--- config.mk ---
export PLATFORM = sky130hd
export DESIGN_NAME = midi_note_event_encoder_unit_flat
export DESIGN_NICKNAME = d
export VERILOG_FILES = /design/src/rtl/core/mne_pkg.sv /design/src/rtl/core/mne_req_if.sv /design/src/rtl/core/mne_byte_if.sv /design/src/rtl/core/mne_front.sv /design/src/rtl/core/mne_queue.sv /design/src/rtl/core/mne_back.sv /design/src/rtl/core/midi_note_event_encoder_unit.sv /design/src/flat_wrapper.sv
export SDC_FILE = /design/constraint.sdc
export NUM_CORES = 1
export LEC_CHECK = 0
export ABC_CLOCK_PERIOD_IN_PS = 6800
export BUFFER_PORTS_ARGS = -buffer_cell sky130_fd_sc_hd__buf_2
export CAP_MARGIN = 40
export CORE_ASPECT_RATIO = 1.25
export CORE_UTILIZATION = 59
export CTS_CLUSTER_DIAMETER = 60
export CTS_CLUSTER_SIZE = 10
export DETAILED_ROUTE_END_ITERATION = 8
export GPL_ROUTABILITY_DRIVEN = 0
export PLACE_DENSITY = 0.8
export SKIP_LAST_GASP = 1
export SLEW_MARGIN = 0
export SYNTH_ARGS = -nofsm -noshare
export SYNTH_HDL_FRONTEND = slang
export SYNTH_HIERARCHICAL = 1
export SYNTH_SLANG_ARGS = --single-unit
--- constraint.sdc ---
create_clock -name clk_i -period 6.8 [get_ports clk_i]
set_input_delay 0.34 -clock clk_i [delete_from_list [all_inputs] [get_ports clk_i]]
set_output_delay 0.34 -clock clk_i [all_outputs]
set_load 0.1 [all_outputs]
--- src/rtl/core/mne_pkg.sv ---
// Shared types, widths and MIDI byte constants for the note event encoder.
package mne_pkg;

  localparam int NoteW    = 7;
  localparam int VelW     = 7;
  localparam int TickW    = 28;
  localparam int VoiceW   = 2;
  localparam int InstW    = 7;
  localparam int ChanW    = 4;
  localparam int ByteW    = 8;
  localparam int GroupW   = 7;
  localparam int GrpCntW  = 2;

  localparam int QueueDepthDef = 2;

  localparam logic [ByteW-1:0]  ProgChangeStatus = 8'hC0;
  localparam logic [ByteW-1:0]  NoteOnStatus     = 8'h90;
  localparam logic [ByteW-1:0]  ZeroByte         = 8'h00;
  localparam logic [ByteW-1:0]  VlqContinue      = 8'h80;
  localparam logic [VoiceW-1:0] PercVoice        = 2'd3;
  localparam logic [ChanW-1:0]  PercChannel      = 4'd9;

  // Classified note request, as held in the queue between front and back.
  typedef struct packed {
    logic [NoteW-1:0]   note;
    logic [VelW-1:0]    vel;
    logic [TickW-1:0]   len;
    logic [TickW-1:0]   dly;
    logic               first;
    logic [ChanW-1:0]   chan;
    logic [InstW-1:0]   inst;
    logic [GrpCntW-1:0] dly_top;   // index of the most significant VLQ group
    logic [GrpCntW-1:0] len_top;
  } cmd_t;

  // Queue handshake toward the back end.
  typedef struct packed {
    logic valid;
    logic pop;
  } q_ctl_t;

  typedef enum logic [3:0] {
    PH_DLY,
    PH_PROG,
    PH_INST,
    PH_DZERO,
    PH_STATUS,
    PH_NOTE,
    PH_VEL,
    PH_LEN,
    PH_OFF_NOTE,
    PH_OFF_VEL
  } phase_e;

  // Index of the highest nonzero 7-bit group; zero gives group 0.
  function automatic logic [GrpCntW-1:0] vlq_top(input logic [TickW-1:0] v);
    logic [GrpCntW-1:0] r;
    if (v[TickW-1:3*GroupW] != '0) begin
      r = 2'd3;
    end else if (v[3*GroupW-1:2*GroupW] != '0) begin
      r = 2'd2;
    end else if (v[2*GroupW-1:GroupW] != '0) begin
      r = 2'd1;
    end else begin
      r = 2'd0;
    end
    return r;
  endfunction

endpackage

--- src/rtl/core/mne_req_if.sv ---
// Channel interface that carries one note request per item.
interface mne_req_if;
  logic                          valid;
  logic                          ready;
  logic [mne_pkg::NoteW-1:0]     note_number;
  logic [mne_pkg::VelW-1:0]      velocity;
  logic [mne_pkg::TickW-1:0]     note_length;
  logic [mne_pkg::TickW-1:0]     delay_before;
  logic                          first_note;
  logic [mne_pkg::VoiceW-1:0]    voice;
  logic [mne_pkg::InstW-1:0]     instrument;

  modport source (
    output valid, note_number, velocity, note_length, delay_before, first_note, voice,
           instrument,
    input  ready
  );
  modport sink (
    input  valid, note_number, velocity, note_length, delay_before, first_note, voice,
           instrument,
    output ready
  );
endinterface

--- src/rtl/core/mne_byte_if.sv ---
// Channel interface that carries one MIDI track byte per item.
interface mne_byte_if;
  logic                       valid;
  logic                       ready;
  logic [mne_pkg::ByteW-1:0]  out_byte;
  logic                       last_byte;

  modport source (
    output valid, out_byte, last_byte,
    input  ready
  );
  modport sink (
    input  valid, out_byte, last_byte,
    output ready
  );
endinterface

--- src/rtl/core/mne_front.sv ---
// Front end: accepts note requests and classifies them into queue commands.
module mne_front (
  mne_req_if.sink        req_i,
  input  logic           q_full_i,
  output logic           push_o,
  output mne_pkg::cmd_t  cmd_o
);
  import mne_pkg::*;

  assign req_i.ready = !q_full_i;
  assign push_o      = req_i.valid && !q_full_i;

  always_comb begin
    cmd_o.note    = req_i.note_number;
    cmd_o.vel     = req_i.velocity;
    cmd_o.len     = req_i.note_length;
    cmd_o.dly     = req_i.delay_before;
    cmd_o.first   = req_i.first_note;
    cmd_o.chan    = (req_i.voice == PercVoice) ? PercChannel
                                               : ChanW'(req_i.voice);
    cmd_o.inst    = req_i.instrument;
    cmd_o.dly_top = vlq_top(req_i.delay_before);
    cmd_o.len_top = vlq_top(req_i.note_length);
  end

endmodule

--- src/rtl/core/mne_queue.sv ---
// Small command queue between the front end and the byte sequencer.
module mne_queue #(
  parameter int Depth = mne_pkg::QueueDepthDef
) (
  input  logic            clk_i,
  input  logic            rst_ni,
  input  logic            push_i,
  input  mne_pkg::cmd_t   cmd_i,
  output logic            full_o,
  input  logic            pop_i,
  output logic            valid_o,
  output mne_pkg::cmd_t   head_o
);
  import mne_pkg::*;

  localparam int PtrW = (Depth > 1) ? $clog2(Depth) : 1;
  localparam int CntW = $clog2(Depth + 1);

  cmd_t            entry_q [Depth];
  logic [PtrW-1:0] wr_ptr_q, wr_ptr_d;
  logic [PtrW-1:0] rd_ptr_q, rd_ptr_d;
  logic [CntW-1:0] count_q, count_d;

  function automatic logic [PtrW-1:0] wrap_inc(input logic [PtrW-1:0] p);
    return (p == PtrW'(Depth - 1)) ? '0 : p + 1'b1;
  endfunction

  assign full_o  = (count_q == CntW'(Depth));
  assign valid_o = (count_q != '0);
  assign head_o  = entry_q[rd_ptr_q];

  always_comb begin
    wr_ptr_d = push_i ? wrap_inc(wr_ptr_q) : wr_ptr_q;
    rd_ptr_d = pop_i  ? wrap_inc(rd_ptr_q) : rd_ptr_q;
    count_d  = count_q;
    if (push_i && !pop_i) begin
      count_d = count_q + 1'b1;
    end else if (pop_i && !push_i) begin
      count_d = count_q - 1'b1;
    end
  end

  always_ff @(posedge clk_i or negedge rst_ni) begin
    if (!rst_ni) begin
      wr_ptr_q <= '0;
      rd_ptr_q <= '0;
      count_q  <= '0;
    end else begin
      wr_ptr_q <= wr_ptr_d;
      rd_ptr_q <= rd_ptr_d;
      count_q  <= count_d;
    end
  end

  always_ff @(posedge clk_i) begin
    if (push_i) begin
      entry_q[wr_ptr_q] <= cmd_i;
    end
  end

endmodule

--- src/rtl/core/mne_back.sv ---
// Back end: walks the queue head through its byte sequence into the output register.
module mne_back (
  input  logic             clk_i,
  input  logic             rst_ni,
  input  mne_pkg::cmd_t    head_i,
  input  mne_pkg::q_ctl_t  q_ctl_i,
  output logic             pop_o,
  mne_byte_if.source       byte_o
);
  import mne_pkg::*;

  phase_e             phase_q, phase_d;
  logic [GrpCntW-1:0] grp_q, grp_d;
  logic               out_valid_q;
  logic [ByteW-1:0]   out_byte_q;
  logic               out_last_q;

  logic               advance;
  logic [ByteW-1:0]   byte_value;
  logic               byte_last;
  logic [TickW-1:0]   vlq_value;
  logic [GrpCntW-1:0] vlq_top_idx;
  logic [GrpCntW-1:0] vlq_idx;
  logic [GroupW-1:0]  vlq_group;

  assign advance = q_ctl_i.valid && (!out_valid_q || byte_o.ready);
  assign pop_o   = advance && byte_last;

  // The VLQ phases count groups up from zero; the group index runs down.
  assign vlq_value   = (phase_q == PH_LEN) ? head_i.len : head_i.dly;
  assign vlq_top_idx = (phase_q == PH_LEN) ? head_i.len_top : head_i.dly_top;
  assign vlq_idx     = vlq_top_idx - grp_q;

  always_comb begin
    case (vlq_idx)
      2'd0:    vlq_group = vlq_value[GroupW-1:0];
      2'd1:    vlq_group = vlq_value[2*GroupW-1:GroupW];
      2'd2:    vlq_group = vlq_value[3*GroupW-1:2*GroupW];
      default: vlq_group = vlq_value[4*GroupW-1:3*GroupW];
    endcase
  end

  // Next state.
  always_comb begin
    phase_d = phase_q;
    grp_d   = grp_q;
    if (advance) begin
      unique case (phase_q)
        PH_DLY: begin
          if (grp_q == head_i.dly_top) begin
            grp_d   = '0;
            phase_d = head_i.first ? PH_PROG : PH_NOTE;
          end else begin
            grp_d = grp_q + 1'b1;
          end
        end
        PH_PROG:     phase_d = PH_INST;
        PH_INST:     phase_d = PH_DZERO;
        PH_DZERO:    phase_d = PH_STATUS;
        PH_STATUS:   phase_d = PH_NOTE;
        PH_NOTE:     phase_d = PH_VEL;
        PH_VEL:      phase_d = PH_LEN;
        PH_LEN: begin
          if (grp_q == head_i.len_top) begin
            grp_d   = '0;
            phase_d = PH_OFF_NOTE;
          end else begin
            grp_d = grp_q + 1'b1;
          end
        end
        PH_OFF_NOTE: phase_d = PH_OFF_VEL;
        PH_OFF_VEL:  phase_d = PH_DLY;
        default:     phase_d = PH_DLY;
      endcase
    end
  end

  // Byte for the current phase.
  always_comb begin
    byte_last = 1'b0;
    unique case (phase_q)
      PH_DLY, PH_LEN: begin
        byte_value = {(vlq_idx != '0), vlq_group};
      end
      PH_PROG:     byte_value = ProgChangeStatus | ByteW'(head_i.chan);
      PH_INST:     byte_value = ByteW'(head_i.inst);
      PH_DZERO:    byte_value = ZeroByte;
      PH_STATUS:   byte_value = NoteOnStatus | ByteW'(head_i.chan);
      PH_NOTE:     byte_value = ByteW'(head_i.note);
      PH_VEL:      byte_value = ByteW'(head_i.vel);
      PH_OFF_NOTE: byte_value = ByteW'(head_i.note);
      PH_OFF_VEL: begin
        byte_value = ZeroByte;
        byte_last  = 1'b1;
      end
      default:     byte_value = ZeroByte;
    endcase
  end

  always_ff @(posedge clk_i or negedge rst_ni) begin
    if (!rst_ni) begin
      phase_q     <= PH_DLY;
      grp_q       <= '0;
      out_valid_q <= 1'b0;
    end else begin
      phase_q <= phase_d;
      grp_q   <= grp_d;
      if (advance) begin
        out_valid_q <= 1'b1;
      end else if (byte_o.ready) begin
        out_valid_q <= 1'b0;
      end
    end
  end

  always_ff @(posedge clk_i) begin
    if (advance) begin
      out_byte_q <= byte_value;
      out_last_q <= byte_last;
    end
  end

  assign byte_o.valid     = out_valid_q;
  assign byte_o.out_byte  = out_byte_q;
  assign byte_o.last_byte = out_last_q;

endmodule

--- src/rtl/core/midi_note_event_encoder_unit.sv ---
// Top level of the MIDI note event encoder: front end, command queue and byte sequencer.
//
// Usage: a note request (note number, velocity, length, delay, first-note flag, voice,
// instrument) is one item on req_i. The block answers with 6 to 16 MIDI track bytes on
// byte_o, one item per byte, in stream order: the delay as a variable-length quantity,
// the program change group on a first note, note-on note and velocity, the length as a
// variable-length quantity, and the running-status note-off. last_byte marks the final
// byte of each request.
// Path: an accepted request is written into the command queue, and its first byte is then
// loaded from the queue head into the output byte register when the sequencer is free.
// Throughput: one byte per cycle while requests are queued and byte_o.ready stays high;
// the single output byte register sets this rate. The command queue of QueueDepth entries
// lets the front end take further requests while bytes of an earlier one are still going out.
// Reset clears the queue and the sequencer; no output byte is valid afterward.
// When the receiver holds byte_o.ready low, the current byte stays in the output
// register and the sequencer waits; once the queue is full, req_i.ready drops.
module midi_note_event_encoder_unit #(
  parameter int QueueDepth = mne_pkg::QueueDepthDef
) (
  input  logic        clk_i,
  input  logic        rst_ni,
  mne_req_if.sink     req_i,
  mne_byte_if.source  byte_o
);
  import mne_pkg::*;

  logic   push;
  logic   q_full;
  cmd_t   push_cmd;
  cmd_t   head_cmd;
  q_ctl_t q_ctl;
  logic   q_valid;
  logic   q_pop;

  // Classification of incoming requests.
  mne_front u_front (
    .req_i    (req_i),
    .q_full_i (q_full),
    .push_o   (push),
    .cmd_o    (push_cmd)
  );

  // Decouples request intake from byte emission.
  mne_queue #(
    .Depth (QueueDepth)
  ) u_queue (
    .clk_i   (clk_i),
    .rst_ni  (rst_ni),
    .push_i  (push),
    .cmd_i   (push_cmd),
    .full_o  (q_full),
    .pop_i   (q_pop),
    .valid_o (q_valid),
    .head_o  (head_cmd)
  );

  assign q_ctl.valid = q_valid;
  assign q_ctl.pop   = q_pop;

  // Byte sequencer; it pops the head entry together with its final byte.
  mne_back u_back (
    .clk_i   (clk_i),
    .rst_ni  (rst_ni),
    .head_i  (head_cmd),
    .q_ctl_i (q_ctl),
    .pop_o   (q_pop),
    .byte_o  (byte_o)
  );

  // The sequencer only pops an entry that is present.
  assert property (@(posedge clk_i) disable iff (!rst_ni) q_ctl.pop |-> q_ctl.valid)
    else $error("queue popped while empty");

  // A pop always loads the final byte of its request into the output register.
  assert property (@(posedge clk_i) disable iff (!rst_ni)
      q_pop |=> (byte_o.valid && byte_o.last_byte))
    else $error("pop without a final byte");

  // A request taken into an empty queue is visible to the sequencer next cycle.
  assert property (@(posedge clk_i) disable iff (!rst_ni)
      (push && !q_valid) |=> q_valid)
    else $error("accepted request lost");

  // The front end only refuses requests when the queue holds work.
  assert property (@(posedge clk_i) disable iff (!rst_ni) !req_i.ready |-> q_valid)
    else $error("request refused with an empty queue");

endmodule

--- src/flat_wrapper.sv ---
// flat-port wrapper written by rule: the top's interface ports become plain ports
module midi_note_event_encoder_unit_flat import mne_pkg::*;
#(
  parameter int QueueDepth = mne_pkg::QueueDepthDef
)
  (clk_i, rst_ni, req_i_valid, req_i_note_number, req_i_velocity, req_i_note_length, req_i_delay_before, req_i_first_note, req_i_voice, req_i_instrument, req_i_ready, byte_o_valid, byte_o_out_byte, byte_o_last_byte, byte_o_ready);
  mne_req_if req_i_i ();
  mne_byte_if byte_o_i ();
  input  logic clk_i;
  input  logic rst_ni;
  input wire logic [$bits(req_i_i.valid)-1:0] req_i_valid;
  input wire logic [$bits(req_i_i.note_number)-1:0] req_i_note_number;
  input wire logic [$bits(req_i_i.velocity)-1:0] req_i_velocity;
  input wire logic [$bits(req_i_i.note_length)-1:0] req_i_note_length;
  input wire logic [$bits(req_i_i.delay_before)-1:0] req_i_delay_before;
  input wire logic [$bits(req_i_i.first_note)-1:0] req_i_first_note;
  input wire logic [$bits(req_i_i.voice)-1:0] req_i_voice;
  input wire logic [$bits(req_i_i.instrument)-1:0] req_i_instrument;
  output wire logic [$bits(req_i_i.ready)-1:0] req_i_ready;
  output wire logic [$bits(byte_o_i.valid)-1:0] byte_o_valid;
  output wire logic [$bits(byte_o_i.out_byte)-1:0] byte_o_out_byte;
  output wire logic [$bits(byte_o_i.last_byte)-1:0] byte_o_last_byte;
  input wire logic [$bits(byte_o_i.ready)-1:0] byte_o_ready;
  assign req_i_i.valid = req_i_valid;
  assign req_i_i.note_number = req_i_note_number;
  assign req_i_i.velocity = req_i_velocity;
  assign req_i_i.note_length = req_i_note_length;
  assign req_i_i.delay_before = req_i_delay_before;
  assign req_i_i.first_note = req_i_first_note;
  assign req_i_i.voice = req_i_voice;
  assign req_i_i.instrument = req_i_instrument;
  assign req_i_ready = req_i_i.ready;
  assign byte_o_valid = byte_o_i.valid;
  assign byte_o_out_byte = byte_o_i.out_byte;
  assign byte_o_last_byte = byte_o_i.last_byte;
  assign byte_o_i.ready = byte_o_ready;
  midi_note_event_encoder_unit #(.QueueDepth(QueueDepth)) u_core (.clk_i(clk_i), .rst_ni(rst_ni), .req_i(req_i_i), .byte_o(byte_o_i));
endmodule
# Word-level counts from Yosys, hierarchy flattened
# Memories as Yosys holds them, arrays and structs flattened.
# Cells that the tools add are included.
# W data, S select, Z words.
[totals] in_bits=84 register_bits=20 out_inout_bits=11 mem_bits_rw=172 mem_count=1
[mem_list] name="u_core.u_queue.entry_q" depth=2 width=86 rd=1 rd_ports_with_merged_regs=0 write_ports=1 line="mne_queue.sv:19" text="cmd_t entry_q [Depth];"
[op_classes] eq_ne=17 n_mux=27 addsub=6 reduce_logical=27
[ops] operator="$pmux W8 S6" n=1
[ops] operator="$reduce_bool A7 Y1" n=6
[ops] operator="$pmux W4 S9" n=1
[ops] operator="$mux W28" n=1
[ops] operator="$pmux W7 S3" n=1
[ops] operator="$mux W2" n=9
[ops] operator="$eq A4 B3 Y1 const B" n=4
[ops] operator="$mux W4" n=3
[ops] operator="$reduce_bool A2 Y1" n=5
[ops] operator="$mux W1" n=9
[ops] operator="$eq A4 B2 Y1 const B" n=2
[ops] operator="$eq A4 B4 Y1 const B" n=2
[ops] operator="$eq A2 B2 Y1 const B" n=3
[ops] operator="$logic_and A1 B1 Y1" n=5
[ops] operator="$add A2 B1 Y2 const B" n=2
[ops] operator="$eq A2 B2 Y1" n=2
[ops] operator="$eq A4 B1 Y1 const B" n=1
[ops] operator="$logic_not A1 Y1" n=4
[ops] operator="$logic_not A4 Y1" n=1
[ops] operator="$pmux W2 S2" n=1
[ops] operator="$reduce_or A2 Y1" n=2
[ops] operator="$mux W3" n=1
[ops] operator="$reduce_and A3 Y1" n=1
[ops] operator="$add A1 B1 Y1 const B" n=2
[ops] operator="8 further kinds" n=8

# Logic depth before layout (Yosys ltp)
[depth] word_depth=7 ltp_mapped=11 ltp_nobuf=9

# By module
# The synthesis kept the hierarchy.
[by_module_without_submodules] module="mne_queue" area_per_inst_um2=6516.2 cells_per_inst=284 n_inst=1 seq_area_each_um2=5265.0
[by_module_without_submodules] module="mne_back" area_per_inst_um2=1576.5 cells_per_inst=154 n_inst=1 seq_area_each_um2=445.4
[by_module_without_submodules] module="mne_front" area_per_inst_um2=765.7 cells_per_inst=103 n_inst=1 seq_area_each_um2=0.0

# Least setup slack after synthesis
# Ideal clock, no wire load.
[synth_timing] path_kind="register to register" start="reg u_core.u_queue.count_q[1]" end="mem u_core/u_queue/entry_q[0][0] (netlist name) (enable)" arrival_time_ns=4.576 stages_incl_launch_ff=4 setup_time_ns=0.541 n_path_buf=0 period_less_slack_ns=5.117 slack_ns=1.683 required_time_ns=6.259 path_cell_list="dfrtp_1 -> nor2b_1 -> nor2b_1 -> nor2b_1"
[synth_via] elab_chain_cells=5
[synth_lines] item="from (decl)" line="mne_queue.sv:22" text="logic [CntW-1:0] count_q, count_d;"
[synth_lines] item="from (signal assigned)" line="mne_queue.sv:51" text="count_q <= count_d;"
[synth_lines] item="$eq A2 B2 Y1" line="mne_queue.sv:28" text="assign full_o = (count_q == CntW'(Depth));"
[synth_lines] item="named net u_core.q_full" line="midi_note_event_encoder_unit.sv:28" text="logic q_full;"
[synth_lines] item="$logic_not A1 Y1" line="mne_front.sv:11" text="assign push_o = req_i.valid && !q_full_i;"
[synth_lines] item="$logic_and A1 B1 Y1" line="mne_front.sv:11"
[synth_lines] item="named net u_core.push" line="midi_note_event_encoder_unit.sv:27" text="logic push;"
[synth_lines] item="$mux W1" line="mne_queue.sv:56" text="if (push_i) begin"
[synth_lines] item="$mux W1 (implied by the code)" line="mne_queue.sv:57" text="entry_q[wr_ptr_q] <= cmd_i;"
[synth_lines] item="to (decl)" line="mne_queue.sv:19"
# The timed path passes the listed nets, and every way through them passes these cells.

# Final worst setup path
[layout_timing] start="reg u_core.u_back.phase_q[2]" end="reg u_core.u_back.out_byte_q[4], in the netlist u_core/u_back/byte_o.out_byte[4] (data pin)"
[layout_via] elab_chain_cells=6 elab_cells_between_ends=18 classes_between="add/sub (1); eq/ne (9); mux (4); reduce/logical (4)"
[layout_lines] item="from (decl)" line="mne_back.sv:12" text="phase_e phase_q, phase_d;"
[layout_lines] item="from (signal assigned)" line="mne_back.sv:106" text="phase_q <= phase_d;"
[layout_lines] item="$eq A4 B3 Y1" line="mne_back.sv:30, mne_back.sv:31, mne_back.sv:81"
[layout_lines] item="$mux W2" line="mne_back.sv:31" text="assign vlq_top_idx = (phase_q == PH_LEN) ? head_i.len_top : head_i.dly_top;"
[layout_lines] item="$sub A2 B2 Y2" line="mne_back.sv:32" text="assign vlq_idx = vlq_top_idx - grp_q;"
[layout_lines] item="$eq A2 B2 Y1, or another cell as far along" line="mne_back.sv:35" text="case (vlq_idx)"
[layout_lines] item="$pmux W7 S3" line="mne_back.sv:35"
[layout_lines] item="$pmux W8 S6 *" line="mne_back.sv:81" text="unique case (phase_q)"
[layout_lines] item="named net u_core.u_back.byte_value[4]" line="mne_back.sv:19" text="logic [ByteW-1:0] byte_value;"
[layout_lines] item="to (signal assigned)" line="mne_back.sv:118" text="out_byte_q <= byte_value;"
[layout_lines] item="to (decl)" line="mne_back.sv:15" text="logic [ByteW-1:0] out_byte_q;"
# The timed path passes the listed nets; every way through them passes the cells marked *.
# A chain may end at the register's enable or synchronous reset.

==> flow_summary.json <==
{
  "status": "complete, but fails checks",
  "violations": "DRC",
  "start_kind": "flop",
  "path_buf_inv": 0,
  "drc": 5,
  "cp_cell_sequence": "nand4b_4, mux2i_1, ha_1, xnor2_1, xnor2_2, mux4_2, a2111o_1",
  "finalHoldViolCount": 0,
  "whs_path_depth": 1,
  "worst_slew_pin_slew_ns": 0.7900,
  "hold_class": "in2reg",
  "p_sw_mw": 1.359,
  "rrSetupSlack_ns": 3.04,
  "crit_type": "reg2reg",
  "avgViaCountPerCell": 5.764,
  "seq_area_frac_synth_pct": 64.46,
  "vdd_drop_max_mv": 0.2358,
  "crit_fanout": 19,
  "dieArea_mm2": 0.01551,
  "r2r_cells": 7,
  "leakage_nw": 3.486,
  "avgSynthCellArea_um2": 16.37,
  "critPathMaxStageDelay_ns": 0.86,
  "path_delay_family": "multiplexers",
  "synth_area_leaders": "edfxtp_1, mux2_2, buf_4, mux2_4, dfrtp_1",
  "clock_sinks": 192,
  "rsz0062_at_grt": "false",
  "nNetsFinal": 647,
  "clock.fmax_mhz": 266.3,
  "drt-initial-drc-count": 341,
  "final_util_pct": 65.65,
  "cts_tree": "done",
  "cellPowerDensity_mw_per_mm2": 424.6,
  "hpwl_um": 11170,
  "numCtsBuffers": 17,
  "grt_max_degree": 54,
  "synth-async-reset-ratio_pct": 5.729,
  "clockRootBuffer": "clkbuf_16",
  "port_buffers": 94,
  "dpl.cell_count": 719,
  "htreeDepth": 4,
  "cp_data_required_time_ns": 6.98,
  "yosysWarnings": 6,
  "seq_power_share_pct": 44.3,
  "tns_ns": 0,
  "initial_core_util_pct": 60.97,
  "synthCells": 541,
  "skew_ns": 0.007760,
  "dieWidth_um": 111.6,
  "final.period_utilization_pct": 55.22,
  "design.core.area_mm2": 0.01453,
  "grt.total_usage_pct": 21.41,
  "yosysMostFrequentCell": "edfxtp_1",
  "whs_ns": 0.1015,
  "grt_pass1_wl_um": 24350,
  "yosys_register_bits": 192,
  "report.final.slew_viol_count": 0,
  "io_pins": 95,
  "drt_first_pass_iters": 7,
  "yosys.cell_types.count": 52,
  "syn_nets": 627,
  "netlist.top_cell.by_area": "edfxtp_1",
  "num_rows": 49,
  "routed_wirelength_um": 15670,
  "internal_power_mw": 2.691,
  "finalPower_mw": 4.050,
  "cap_violations": 0,
  "die_h_um": 139.0,
  "min_to": "u_core/u_queue/entry_q[0][22]",
  "finalSetupViolations": 0,
  "cp-end-kind": "flop",
  "synth_ff_type": "edfxtp_1",
  "antenna_cells": 0,
  "synth_top_area_share_pct": 61.36,
  "wl_per_cell_um": 20.87,
  "p_comb_share_pct": 31.7,
  "cp_slowest_cell": "dfrtp_1",
  "grt_pass1_vias": 4570,
  "reg2reg_to": "u_core/u_back/byte_o.out_byte[4]",
  "synth_commonest_cells": "edfxtp_1, buf_4, mux2_2",
  "r2r_start": "u_core/u_back/phase_q[2]",
  "antenna_left": 0,
  "syn_to_final_growth_pct": 7.684,
  "synth-edff-count": 181,
  "fin_cells": 751,
  "arrival_ns": 3.93,
  "pwr-share-clk_pct": 24.0,
  "cts.clk_slew.worst_paths_ns": 0.07,
  "clock_path_buffers": 2,
  "max_slew_margin_pct": 47.33,
  "hold_start": "req_i_delay_before[6]",
  "drive_gt1_share_pct": 41.54,
  "vias": 4329,
  "switching_share_pct": 33.55,
  "antenna_found_initial": 0,
  "clk_latency_ns": 0.42,
  "mappedNetlistArea_mm2": 0.008858,
  "fin_crit_ns": 3.755,
  "grt.overflow.total": 0
}
sequential cells by signal, indices dropped and copies added (netlist names):
register / cells
u_core/u_queue/count_q: 2
u_core/u_back/byte_o.last_byte: 1
u_core/u_queue/rd_ptr_q: 1
u_core/u_back/phase_q: 4
u_core/u_back/grp_q: 2
u_core/u_queue/entry_q: 172
u_core/u_queue/wr_ptr_q: 1
u_core/u_back/byte_o.valid: 1
u_core/u_back/byte_o.out_byte: 8
routing by layer:
layer | GRT usage, % | wire (µm) | vias to the layer above | part of all wire (%)
met2 | 37.17 | 8344 | 132 | 53
met1 | 24.64 | 6024 | 2151 | 38
met3 | 6.031 | 810 | 31 | 5.2
li1 | - | - | 2015 | -
met4 | 9.602 | 495 | 0 | 3.2
met5 | 0 | 0 | - | 0
worst max-delay path by stage:
| stage | startpoint | end | slack (ns) | cells past startpoint |
|---|---|---|---|---|
| floorplan | u_core/u_queue/count_q[1] | u_core/u_queue/entry_q[0][0] | 1.68 | 3 |
| global placement | u_core/u_queue/rd_ptr_q | u_core/u_back/byte_o.out_byte[4] | 3.17 | 6 |
| detailed placement | u_core/u_back/phase_q[2] | u_core/u_back/byte_o.out_byte[4] | 3.05 | 7 |
| CTS | u_core/u_back/phase_q[2] | u_core/u_back/byte_o.out_byte[4] | 3.04 | 7 |
| global route | u_core/u_back/phase_q[2] | u_core/u_back/byte_o.out_byte[4] | 2.80 | 7 |
| finish | u_core/u_back/phase_q[2] | u_core/u_back/byte_o.out_byte[4] | 3.04 | 7 |
worst reg2reg max path, stage by stage, from the launching register on:
cell      delay, ns
dfrtp_1        0.86
nand4b_4       0.45
mux2i_1        0.28
ha_1           0.25
xnor2_1        0.12
xnor2_2        0.56
mux4_2         0.59
a2111o_1       0.41
area by class of cell:
class	count	area (µm²)
Sequential cell	192	5714
Tap cell	178	222.7
Clock buffer	17	425.4
Timing Repair Buffer	101	585.6
Multi-Input combinational cell	242	2404
Fill cell	962	4991
Inverter	7	26.28
Clock inverter	14	161.4
placed cells by master, fill, tap and decap left out, types with 3 or more instances in the layout:
master     Yosys  routed
a211o_1        9       9
a21oi_1        6       6
a31oi_1        3       3
buf_16         0       3
buf_2          6      94
buf_4         80       3
clkbuf_16      0      17
clkinv_4       0       4
dfrtp_1       11      10
edfxtp_1     181     181
inv_1          7       7
mux2_2        57      57
mux2_4        30      30
mux2i_1       19      19
mux4_2         8       8
nand2_1        7       7
nand2b_1       4       4
nand3_1        3       3
nor2_1        21      21
nor2b_1        5       4
nor3_1         6       6
nor4_1         4       4
o21ai_0        8       8
o2bb2ai_1      5       5
xnor2_1        3       3
xor2_1         8       8
power by group through the flow:
stage	Sequential, mW	Combinational [mW]	Clock [mW]
floorplan	1.97	0.849	0
global placement	1.80	1.21	0
detailed placement	1.81	1.28	0
CTS	1.79	1.29	0.991
global route	1.82	1.36	1.04
finish	1.79	1.29	0.972
kinds of logic after synthesis:
group | Yosys count | synth area share (%)
adders and majority gates | 2 | 0.2824
xor gates and xnor gates | 14 | 1.780
muxes | 116 | 16.96
DFF | 192 | 64.46
and+or+nand+nor | 67 | 4.520
other | 1 | 0.04233
buffers and inverters | 107 | 8.517
AOI/OAI and AO/OA | 42 | 3.432
metrics by stage:
stage	area (µm²)	setup slack [ns]
after floorplan	8859	1.683
after global placement	8860	3.165
after detailed placement	8942	3.051
after CTS	9539	3.039
after global routing	9539	2.802
final	9539	3.045
timing repair:
item / 4_1_cts / 5_1_grt
hold buffers: 1 / 0
hold endpoints to repair: 11 / 0
resized for setup: 0 / 0
setup buffers: 0 / 0
Power figures use the tool's default switching activity.
